==> src/rtl/core/wsts_pkg.sv <==
package wsts_pkg;

  // fixed field widths of the channels
  localparam int WIDX_BITS       = 3;
  localparam int TASK_FIELD_BITS = 16;
  localparam int CFG_BITS        = 4;
  localparam int PEND_FIELD_BITS = 8;

  // active worker count after reset
  localparam logic [CFG_BITS-1:0] ACTIVE_RESET = 4'd8;

  // largest pending total the result field can carry
  localparam int PEND_FIELD_MAX = 255;

  // item kinds on the mode field
  localparam logic MODE_SUBMIT  = 1'b0;
  localparam logic MODE_REQUEST = 1'b1;

  // what an accepted item does to the deques
  typedef enum logic [1:0] {
    OP_NONE  = 2'd0,
    OP_PUSH  = 2'd1,
    OP_POP   = 2'd2,
    OP_STEAL = 2'd3
  } op_t;

endpackage

==> src/rtl/core/wsts_if.sv <==
interface wsts_req_if;
  logic                                    valid;
  logic                                    ready;
  logic                                    mode;
  logic [wsts_pkg::WIDX_BITS-1:0]          worker_index;
  logic [wsts_pkg::TASK_FIELD_BITS-1:0]    task_in;

  modport source (output valid, mode, worker_index, task_in, input ready);
  modport sink   (input valid, mode, worker_index, task_in, output ready);
endinterface

interface wsts_res_if;
  logic                                    valid;
  logic                                    ready;
  logic                                    granted;
  logic [wsts_pkg::TASK_FIELD_BITS-1:0]    task_out;
  logic [wsts_pkg::WIDX_BITS-1:0]          source_worker;
  logic                                    stolen;
  logic                                    dropped;
  logic [wsts_pkg::PEND_FIELD_BITS-1:0]    pending_total;

  modport source (output valid, granted, task_out, source_worker, stolen, dropped,
                  pending_total, input ready);
  modport sink   (input valid, granted, task_out, source_worker, stolen, dropped,
                  pending_total, output ready);
endinterface

interface wsts_cfg_if;
  logic                                    valid;
  logic                                    ready;
  logic [wsts_pkg::CFG_BITS-1:0]           active_workers;

  modport source (output valid, active_workers, input ready);
  modport sink   (input valid, active_workers, output ready);
endinterface

==> src/rtl/core/work_stealing_task_scheduler.sv <==
// channel    | role  | payload
// -----------+-------+-------------------------------------------------------------
// task_req   | sink  | mode, worker_index, task_in
// task_res   | source| granted, task_out, source_worker, stolen, dropped, pending_total
// cfg        | sink  | active_workers (always ready)
//
// a transfer on task_req issues the read of the per-worker head/count memory;
// the update stage then writes that memory and touches the task store (write for
// a push, read for a pop or steal); task_req.ready is low while it holds an item.
// the result is registered on task_res and holds there until taken; one further
// item can sit in the update stage behind it while the result side stalls.
// reset is synchronous; no clearing pass, per-worker written bits mark the
// head/count entries that still read as zero.
module work_stealing_task_scheduler #(
  parameter int NUM_WORKERS = 8,
  parameter int DEQUE_DEPTH = 16,
  parameter int TASK_BITS   = 16
) (
  input  logic           clk,
  input  logic           rst,
  wsts_req_if.sink       task_req,
  wsts_res_if.source     task_res,
  wsts_cfg_if.sink       cfg
);

  localparam int WidBits   = (NUM_WORKERS > 1) ? $clog2(NUM_WORKERS) : 1;
  localparam int HeadBits  = $clog2(DEQUE_DEPTH);
  localparam int CountBits = $clog2(DEQUE_DEPTH + 1);
  localparam int MetaBits  = HeadBits + CountBits;
  localparam int AddrBits  = $clog2(NUM_WORKERS * DEQUE_DEPTH);
  localparam int PendBits  = $clog2(NUM_WORKERS * DEQUE_DEPTH + 1);
  // identifiers wider than the channel field are cut to it anyway
  localparam int StoreBits = (TASK_BITS < wsts_pkg::TASK_FIELD_BITS) ?
                             TASK_BITS : wsts_pkg::TASK_FIELD_BITS;
  // the live count can never exceed what the 4-bit register holds
  localparam int NumCap    = (NUM_WORKERS < 15) ? NUM_WORKERS : 15;

  // ---------------------------------------------------------------------------
  // configuration
  // ---------------------------------------------------------------------------
  logic [wsts_pkg::CFG_BITS-1:0] active_workers;
  logic [wsts_pkg::CFG_BITS-1:0] live_n;

  assign cfg.ready = 1'b1;

  always_ff @(posedge clk) begin
    if (rst) begin
      active_workers <= wsts_pkg::ACTIVE_RESET;
    end else if (cfg.valid) begin
      active_workers <= cfg.active_workers;
    end
  end

  // zero acts as one, anything past the worker count acts as the worker count
  always_comb begin
    if (active_workers == '0) begin
      live_n = wsts_pkg::CFG_BITS'(1);
    end else if (int'(active_workers) > NumCap) begin
      live_n = wsts_pkg::CFG_BITS'(NumCap);
    end else begin
      live_n = active_workers;
    end
  end

  // ---------------------------------------------------------------------------
  // per-worker flags in flops: written, non-empty, full
  // ---------------------------------------------------------------------------
  logic [NUM_WORKERS-1:0] written;
  logic [NUM_WORKERS-1:0] nonempty;
  logic [NUM_WORKERS-1:0] full;

  // ---------------------------------------------------------------------------
  // accept stage: classify the item and pick the deque it works on
  // ---------------------------------------------------------------------------
  logic                   s1_valid;
  logic                   s2_valid;
  logic [WidBits-1:0]     s1_target;
  logic                   accept;
  logic [WidBits-1:0]     wi;
  logic                   own_ok;
  logic [NUM_WORKERS-1:0] steal_mask;
  logic                   hi_hit;
  logic [WidBits-1:0]     hi_id;
  logic                   any_hit;
  logic [WidBits-1:0]     any_id;
  wsts_pkg::op_t          pick_op;
  logic [WidBits-1:0]     pick_target;
  logic                   pick_dropped;

  // the update stage must finish before the flags are trusted again
  assign task_req.ready = !s1_valid;
  assign accept         = task_req.valid && task_req.ready;

  assign wi     = WidBits'(task_req.worker_index);
  assign own_ok = {1'b0, task_req.worker_index} < live_n;

  // rotating pick: first non-empty live deque above the requester, else the lowest
  always_comb begin
    hi_hit  = 1'b0;
    hi_id   = '0;
    any_hit = 1'b0;
    any_id  = '0;
    for (int i = NUM_WORKERS - 1; i >= 0; i--) begin
      steal_mask[i] = nonempty[i] && (i < int'(live_n));
      if (steal_mask[i]) begin
        any_hit = 1'b1;
        any_id  = WidBits'(i);
        if (i > int'(wi)) begin
          hi_hit = 1'b1;
          hi_id  = WidBits'(i);
        end
      end
    end
  end

  always_comb begin
    pick_op      = wsts_pkg::OP_NONE;
    pick_target  = wi;
    pick_dropped = 1'b0;
    priority if (task_req.mode == wsts_pkg::MODE_SUBMIT) begin
      // bad index or full deque refuses the task
      if (own_ok && !full[wi]) begin
        pick_op = wsts_pkg::OP_PUSH;
      end else begin
        pick_dropped = 1'b1;
      end
    end else if (!own_ok) begin
      pick_op = wsts_pkg::OP_NONE;
    end else if (nonempty[wi]) begin
      pick_op = wsts_pkg::OP_POP;
    end else if (any_hit) begin
      pick_op     = wsts_pkg::OP_STEAL;
      pick_target = hi_hit ? hi_id : any_id;
    end else begin
      pick_op = wsts_pkg::OP_NONE;
    end
  end

  // ---------------------------------------------------------------------------
  // head/count memory, one entry per worker
  // ---------------------------------------------------------------------------
  logic [MetaBits-1:0] meta_mem [NUM_WORKERS];
  logic [MetaBits-1:0] meta_rd;
  logic                meta_we;
  logic [MetaBits-1:0] meta_wdata;

  always_ff @(posedge clk) begin
    if (meta_we) begin
      meta_mem[s1_target] <= meta_wdata;
    end
    if (accept) begin
      meta_rd <= meta_mem[pick_target];
    end
  end

  // ---------------------------------------------------------------------------
  // update stage
  // ---------------------------------------------------------------------------
  wsts_pkg::op_t                         s1_op;
  logic                                  s1_dropped;
  logic [wsts_pkg::TASK_FIELD_BITS-1:0]  s1_task;

  logic                   s1_go;
  logic [HeadBits-1:0]    head;
  logic [CountBits-1:0]   cnt;
  logic [HeadBits:0]      off;
  logic [HeadBits:0]      slot_sum;
  logic [HeadBits-1:0]    slot;
  logic [HeadBits-1:0]    head_next;
  logic [CountBits-1:0]   cnt_next;
  logic                   is_take;
  logic [PendBits-1:0]    pending;
  logic [PendBits-1:0]    pending_next;

  always_ff @(posedge clk) begin
    if (rst) begin
      s1_valid <= 1'b0;
    end else if (accept) begin
      s1_valid <= 1'b1;
    end else if (s1_go) begin
      s1_valid <= 1'b0;
    end
  end

  always_ff @(posedge clk) begin
    if (accept) begin
      s1_op      <= pick_op;
      s1_target  <= pick_target;
      s1_dropped <= pick_dropped;
      s1_task    <= task_req.task_in;
    end
  end

  // stage moves on when the result slot is free or being emptied
  assign s1_go   = s1_valid && (!s2_valid || task_res.ready);
  assign is_take = (s1_op == wsts_pkg::OP_POP) || (s1_op == wsts_pkg::OP_STEAL);

  // never-written entries read as the reset value
  assign head = written[s1_target] ? meta_rd[HeadBits-1:0] : '0;
  assign cnt  = written[s1_target] ? meta_rd[MetaBits-1:HeadBits] : '0;

  always_comb begin
    unique case (s1_op)
      wsts_pkg::OP_PUSH: off = (HeadBits + 1)'(cnt);
      wsts_pkg::OP_POP:  off = (HeadBits + 1)'(cnt - CountBits'(1));
      default:           off = '0;
    endcase
    // back slot for push/pop, front slot for steal; sum stays below twice the depth
    slot_sum = {1'b0, head} + off;
    if (slot_sum >= (HeadBits + 1)'(DEQUE_DEPTH)) begin
      slot = HeadBits'(slot_sum - (HeadBits + 1)'(DEQUE_DEPTH));
    end else begin
      slot = HeadBits'(slot_sum);
    end
    if (s1_op == wsts_pkg::OP_STEAL) begin
      head_next = (head == HeadBits'(DEQUE_DEPTH - 1)) ? '0 : head + HeadBits'(1);
    end else begin
      head_next = head;
    end
    if (s1_op == wsts_pkg::OP_PUSH) begin
      cnt_next     = cnt + CountBits'(1);
      pending_next = pending + PendBits'(1);
    end else if (is_take) begin
      cnt_next     = cnt - CountBits'(1);
      pending_next = pending - PendBits'(1);
    end else begin
      cnt_next     = cnt;
      pending_next = pending;
    end
  end

  assign meta_we    = s1_go && (s1_op != wsts_pkg::OP_NONE);
  assign meta_wdata = {cnt_next, head_next};

  always_ff @(posedge clk) begin
    if (rst) begin
      written  <= '0;
      nonempty <= '0;
      full     <= '0;
      pending  <= '0;
    end else if (meta_we) begin
      written[s1_target]  <= 1'b1;
      nonempty[s1_target] <= (cnt_next != '0);
      full[s1_target]     <= (cnt_next == CountBits'(DEQUE_DEPTH));
      pending             <= pending_next;
    end
  end

  // ---------------------------------------------------------------------------
  // task store, DEQUE_DEPTH slots per worker
  // ---------------------------------------------------------------------------
  logic [StoreBits-1:0] store [NUM_WORKERS * DEQUE_DEPTH];
  logic [StoreBits-1:0] store_rd;
  logic [AddrBits-1:0]  store_addr;

  assign store_addr = AddrBits'(s1_target) * AddrBits'(DEQUE_DEPTH) + AddrBits'(slot);

  always_ff @(posedge clk) begin
    if (s1_go && (s1_op == wsts_pkg::OP_PUSH)) begin
      store[store_addr] <= StoreBits'(s1_task);
    end
    if (s1_go && is_take) begin
      store_rd <= store[store_addr];
    end
  end

  // ---------------------------------------------------------------------------
  // result stage; store read data lands here alongside the flags
  // ---------------------------------------------------------------------------
  logic                                  s2_granted;
  logic [wsts_pkg::WIDX_BITS-1:0]        s2_source;
  logic                                  s2_stolen;
  logic                                  s2_dropped;
  logic [wsts_pkg::PEND_FIELD_BITS-1:0]  s2_pending;

  always_ff @(posedge clk) begin
    if (rst) begin
      s2_valid <= 1'b0;
    end else if (s1_go) begin
      s2_valid <= 1'b1;
    end else if (task_res.ready) begin
      s2_valid <= 1'b0;
    end
  end

  // pending total is captured here so later items cannot disturb a waiting result
  always_ff @(posedge clk) begin
    if (s1_go) begin
      s2_granted <= is_take;
      s2_source  <= is_take ? wsts_pkg::WIDX_BITS'(s1_target) : '0;
      s2_stolen  <= (s1_op == wsts_pkg::OP_STEAL);
      s2_dropped <= s1_dropped;
      if (int'(pending_next) > wsts_pkg::PEND_FIELD_MAX) begin
        s2_pending <= wsts_pkg::PEND_FIELD_BITS'(wsts_pkg::PEND_FIELD_MAX);
      end else begin
        s2_pending <= wsts_pkg::PEND_FIELD_BITS'(pending_next);
      end
    end
  end

  assign task_res.valid         = s2_valid;
  assign task_res.granted       = s2_granted;
  assign task_res.task_out      = s2_granted ? wsts_pkg::TASK_FIELD_BITS'(store_rd) : '0;
  assign task_res.source_worker = s2_source;
  assign task_res.stolen        = s2_stolen;
  assign task_res.dropped       = s2_dropped;
  assign task_res.pending_total = s2_pending;

endmodule

==> src/flat_wrapper.sv <==
// flat-port wrapper written by rule: the top's interface ports become plain ports
module work_stealing_task_scheduler_flat 
#(
  parameter int NUM_WORKERS = 8,
  parameter int DEQUE_DEPTH = 16,
  parameter int TASK_BITS   = 16
)
  (clk, rst, task_req_valid, task_req_mode, task_req_worker_index, task_req_task_in, task_req_ready, task_res_valid, task_res_granted, task_res_task_out, task_res_source_worker, task_res_stolen, task_res_dropped, task_res_pending_total, task_res_ready, cfg_valid, cfg_active_workers, cfg_ready);
  wsts_req_if task_req_i ();
  wsts_res_if task_res_i ();
  wsts_cfg_if cfg_i ();
  input  logic clk;
  input  logic rst;
  input wire logic [$bits(task_req_i.valid)-1:0] task_req_valid;
  input wire logic [$bits(task_req_i.mode)-1:0] task_req_mode;
  input wire logic [$bits(task_req_i.worker_index)-1:0] task_req_worker_index;
  input wire logic [$bits(task_req_i.task_in)-1:0] task_req_task_in;
  output wire logic [$bits(task_req_i.ready)-1:0] task_req_ready;
  output wire logic [$bits(task_res_i.valid)-1:0] task_res_valid;
  output wire logic [$bits(task_res_i.granted)-1:0] task_res_granted;
  output wire logic [$bits(task_res_i.task_out)-1:0] task_res_task_out;
  output wire logic [$bits(task_res_i.source_worker)-1:0] task_res_source_worker;
  output wire logic [$bits(task_res_i.stolen)-1:0] task_res_stolen;
  output wire logic [$bits(task_res_i.dropped)-1:0] task_res_dropped;
  output wire logic [$bits(task_res_i.pending_total)-1:0] task_res_pending_total;
  input wire logic [$bits(task_res_i.ready)-1:0] task_res_ready;
  input wire logic [$bits(cfg_i.valid)-1:0] cfg_valid;
  input wire logic [$bits(cfg_i.active_workers)-1:0] cfg_active_workers;
  output wire logic [$bits(cfg_i.ready)-1:0] cfg_ready;
  assign task_req_i.valid = task_req_valid;
  assign task_req_i.mode = task_req_mode;
  assign task_req_i.worker_index = task_req_worker_index;
  assign task_req_i.task_in = task_req_task_in;
  assign task_req_ready = task_req_i.ready;
  assign task_res_valid = task_res_i.valid;
  assign task_res_granted = task_res_i.granted;
  assign task_res_task_out = task_res_i.task_out;
  assign task_res_source_worker = task_res_i.source_worker;
  assign task_res_stolen = task_res_i.stolen;
  assign task_res_dropped = task_res_i.dropped;
  assign task_res_pending_total = task_res_i.pending_total;
  assign task_res_i.ready = task_res_ready;
  assign cfg_i.valid = cfg_valid;
  assign cfg_i.active_workers = cfg_active_workers;
  assign cfg_ready = cfg_i.ready;
  work_stealing_task_scheduler #(.NUM_WORKERS(NUM_WORKERS), .DEQUE_DEPTH(DEQUE_DEPTH), .TASK_BITS(TASK_BITS)) u_core (.clk(clk), .rst(rst), .task_req(task_req_i), .task_res(task_res_i), .cfg(cfg_i));
endmodule
==> config.mk <==
export PLATFORM = sky130hd
export DESIGN_NAME = work_stealing_task_scheduler_flat
export DESIGN_NICKNAME = d
export VERILOG_FILES = /design/src/rtl/core/wsts_pkg.sv /design/src/rtl/core/wsts_if.sv /design/src/rtl/core/work_stealing_task_scheduler.sv /design/src/flat_wrapper.sv
export SDC_FILE = /design/constraint.sdc
export NUM_CORES = 2
export LEC_CHECK = 0
export BUFFER_PORTS_ARGS = -buffer_cell sky130_fd_sc_hd__buf_2
export CORE_MARGIN = 5
export CORE_UTILIZATION = 55
export DETAILED_ROUTE_END_ITERATION = 7
export GPL_ROUTABILITY_DRIVEN = 0
export PLACE_DENSITY = 0.72
export SLEW_MARGIN = 5
export SYNTH_ARGS = -nofsm -noshare
export SYNTH_HDL_FRONTEND = slang
export SYNTH_SLANG_ARGS = --single-unit
export TNS_END_PERCENT = 30
==> constraint.sdc <==
create_clock -name clk -period 10.2 [get_ports clk]
set_input_delay 1.02 -clock clk [delete_from_list [all_inputs] [get_ports clk]]
set_output_delay 1.02 -clock clk [all_outputs]
set_load 0.02 [all_outputs]
==> results.py <==
metrics = {
    "cts": {
        "cts_setup_buffers": 0,
        "clock_path_buffers": 3,
        "holdBufCountCts": 0,
        "post_cts_resized": 0,
        "tritoncts": "done",
        "clock-sinks": 2219,
        "insertion_delay_ns": 0.87,
        "clk_pin_slew_worst_paths_ns": 0.07,
        "cts-root-buf": "clkbuf_16",
        "numCtsBuffers": 209,
        "htreeDepth": 4,
    },
    "timing": {
        "setup_viol": 0,
        "period_share_pct": 82.5,
        "skew_ns": 0.0425,
        "fin_crit_ns": 8.42,
        "relSlewSlack_pct": 3.44,
        "worst_pin_slew_ns": 1.44,
        "hold_viol_final": 0,
        "fmax_mhz": 119,
        "rsz0062_at_grt": "false",
        "maxSlewViolCount": 0,
        "fin_tns_setup_ns": 0,
    },
    "power": {
        "peakVddDrop_mv": 0.223,
        "powerDensity_nw_per_um2": 202,
        "total_power_w": 0.0196,
        "p_leak_nw": 31.5,
    },
    "synthesis": {
        "synth_flop_cell": "edfxtp_1",
        "syn_area_um2": 86900,
        "synth_seq_cells": 2219,
        "syn_inst": 5503,
        "avgSynthCellArea_um2": 15.8,
        "synth_nets": 5547,
        "synth_cell_types": 91,
        "synth_edf_count": 2181,
        "yosys_warnings": 0,
        "yosysSeqAreaShare_pct": 76.2,
        "async_flop_share_pct": 0,
    },
    "setup_path": {
        "worstPathRequired_ns": 10.74,
        "startpoint_type": "register",
        "crit_slowest_cell": "a2111oi_0",
        "critical_path_class": "reg2reg",
        "max_stage_delay_ns": 1.17,
        "crit_chain": "buf_4, mux4_2, mux2_2, and2_1, inv_1, ha_1, o22ai_1, nand2_1, fa_4, buf_4, inv_6, a2111oi_0, a31oi_1, mux2_1, a222oi_1, o2111ai_1",
        "reg2regPathDepth": 16,
        "r2r_end": "u_core.store_rd[10]$_DFFE_PP_",
        "crit_top_cell": "buf_4",
        "critPathMaxFanout": 61,
        "reg2reg_slack_ns": 1.78,
        "cp.arrival_ns": 8.96,
        "cp-end-kind": "register",
        "reg2reg_from": "u_core.s1_target[1]$_DFFE_PP_",
    },
    "global_routing": {
        "first_global_vias": 52000,
        "grt.busiest_layer": "met2",
        "overflow": 0,
        "use_met3_pct": 10.7,
        "grt_use_met1_pct": 41.7,
        "grtUsageTotal_pct": 31.7,
        "grt_antenna_before_repair": 12,
        "use_met2_pct": 47.4,
        "grt_pass1_wl_um": 381000,
        "grt_max_degree": 129,
    },
    "worst_hold_path": {
        "hold_path.class": "in2reg",
        "hp-start": "task_req_task_in[7]",
        "holdPathStages": 1,
        "whs_endpoint": "u_core.s1_task[7]$_DFFE_PP_",
    },
    "route": {
        "vias": 55100,
        "drtPass1Iterations": 8,
        "wire_per_inst_um": 34.3,
        "vias_per_cell": 6.98,
        "drt-initial-drc-count": 10300,
        "route.detailed.drc": 0,
        "drt_wl_total_um": 271000,
        "ant_nets": 0,
    },
    "flow_run": {
        "max_cap_viol_count": 0,
    },
    "place": {
        "io_buffers": 60,
        "hpwl_um": 151000,
        "placed_cell_area_um2": 90500,
    },
    "final_layout": {
        "final_common_cell": "edfxtp_1",
        "n_fill_cell": 11100,
        "final_cell_mix": "edfxtp_1 (2,181), nand2_1 (482), a21oi_1 (333)",
        "drive_above_1_share_pct": 13.3,
        "syn2layout_area_growth_pct": 11.6,
        "final_cell_area_um2": 97000,
        "nNetsFinal": 5701,
    },
    "die": {
        "initial_core_util_pct": 55.5,
        "dieArea_um2": 166000,
        "die_y_um": 408,
        "num_io_pins": 62,
        "die_w_um": 408,
        "num_rows": 145,
        "core-area_um2": 157000,
    },
    "run_status": {
        "status": "complete, no violations",
    },
}
-- metal layers --
layer / share of wire, % / up-vias
met5: 0.034 / -
met4: 6.2 / 8
met3: 16 / 929
met2: 44 / 4805
met1: 34 / 27200
li1: - / 22100
-- logic make-up (layout without fill, tap and decap cells) --
logic type | count (synthesis) | after routing | synth area share (%)
and+or+nand+nor | 1153 | 1153 | 5.76
adders and majority gates | 15 | 15 | 0.225
xor gates and xnor gates | 17 | 17 | 0.180
muxes | 388 | 388 | 5.47
AOI/OAI and AO/OA | 1304 | 1304 | 10.1
buffers and inverters | 406 | 734 | 2.09
DFF | 2219 | 2219 | 76.2
other | 1 | 6 | 0.00431
-- stage by stage --
stage,utilization [%],setup slack [ns],std cells,hold WS (ns)
6_report,61.9,1.78,7894,0.348
2_1_floorplan,-,4.59,5503,0.400
5_1_grt,61.9,1.77,7889,0.315
3_3_place_gp,57.7,2.23,7502,0.403
3_5_place_dp,57.7,2.16,7504,0.406
4_1_cts,61.9,2.14,7889,0.298
-- layout make-up --
class	count	area, um2	area share (%)
tap	2058	2570	2.65
sequential	2219	66300	68.3
timing repair buffer	319	2470	2.55
antenna	5	12.5	0.0129
clock inverter	125	1100	1.14
clock buffer	260	5450	5.62
inverter	30	120	0.124
multi-input combinational	2878	19000	19.6
-- where the power goes --
part           switching (W)  leakage [nW]  total (W)  internal, W
registers          0.0000261          20.0     0.0101       0.0101
logic                0.00147          8.37    0.00199     0.000515
clock network        0.00339          3.18    0.00752      0.00413
total                0.00489          31.5     0.0196       0.0147
-- how the worst max path moves through the flow --
| stage | cells past startpoint | slack, ns | start | end |
|---|---|---|---|---|
| 6_report | 16 | 1.78 | u_core.s1_target[1]$_DFFE_PP_ | u_core.store_rd[10]$_DFFE_PP_ |
| 5_1_grt | 16 | 1.77 | u_core.s1_target[1]$_DFFE_PP_ | u_core.store_rd[10]$_DFFE_PP_ |
| 3_5_place_dp | 16 | 2.16 | u_core.s1_target[0]$_DFFE_PP_ | u_core.store_rd[10]$_DFFE_PP_ |
| 2_1_floorplan | 18 | 4.59 | u_core.s1_target[0]$_DFFE_PP_ | u_core.store[110][0]$_DFFE_PP_ |
| 4_1_cts | 16 | 2.14 | u_core.s1_target[0]$_DFFE_PP_ | u_core.store_rd[10]$_DFFE_PP_ |
| 3_3_place_gp | 16 | 2.23 | u_core.s1_target[0]$_DFFE_PP_ | u_core.store_rd[10]$_DFFE_PP_ |
-- sequential cells by signal (all words and copies together) (netlist names), 2 cells and up --
| name | flops |
|---|---|
| u_core.full | 8 |
| u_core.written | 8 |
| u_core.task_res.source_worker | 3 |
| u_core.store | 2048 |
| u_core.task_res.pending_total | 8 |
| u_core.s1_target | 3 |
| u_core.pending | 8 |
| u_core.s1_op | 2 |
| u_core.meta_rd | 9 |
| u_core.s1_task | 16 |
| u_core.active_workers | 4 |
| u_core.meta_mem | 72 |
| u_core.nonempty | 8 |
| u_core.store_rd | 16 |
-- critical path: cells and delay by family, from the launching register on --
kind | cells | cell delay [ns]
compound gates | 5 | 2.85
buf+inv | 4 | 1.88
mux | 3 | 1.40
fa+ha+maj | 2 | 1.25
simple gates | 2 | 0.33
flops | 1 | 0.32
-- synth_stat cells (44+ instances only) --
master    count  area [um2]
a21oi_1     333        1670
mux4_2       63        1420
a31oi_1      95         594
o22ai_1      51         319
mux2_2       52         586
mux2i_1     271        2710
a221oi_1     67         587
buf_2       149         746
nand3_1     190         951
o21ai_0     195         976
clkbuf_1    144         541
nor2_1      302        1130
nand2_1     485        1820
buf_1        62         233
edfxtp_1   2181       65500
a22oi_1     229        1720
and3_1       44         275
Note: power is estimated with default switching activity, not from simulation.
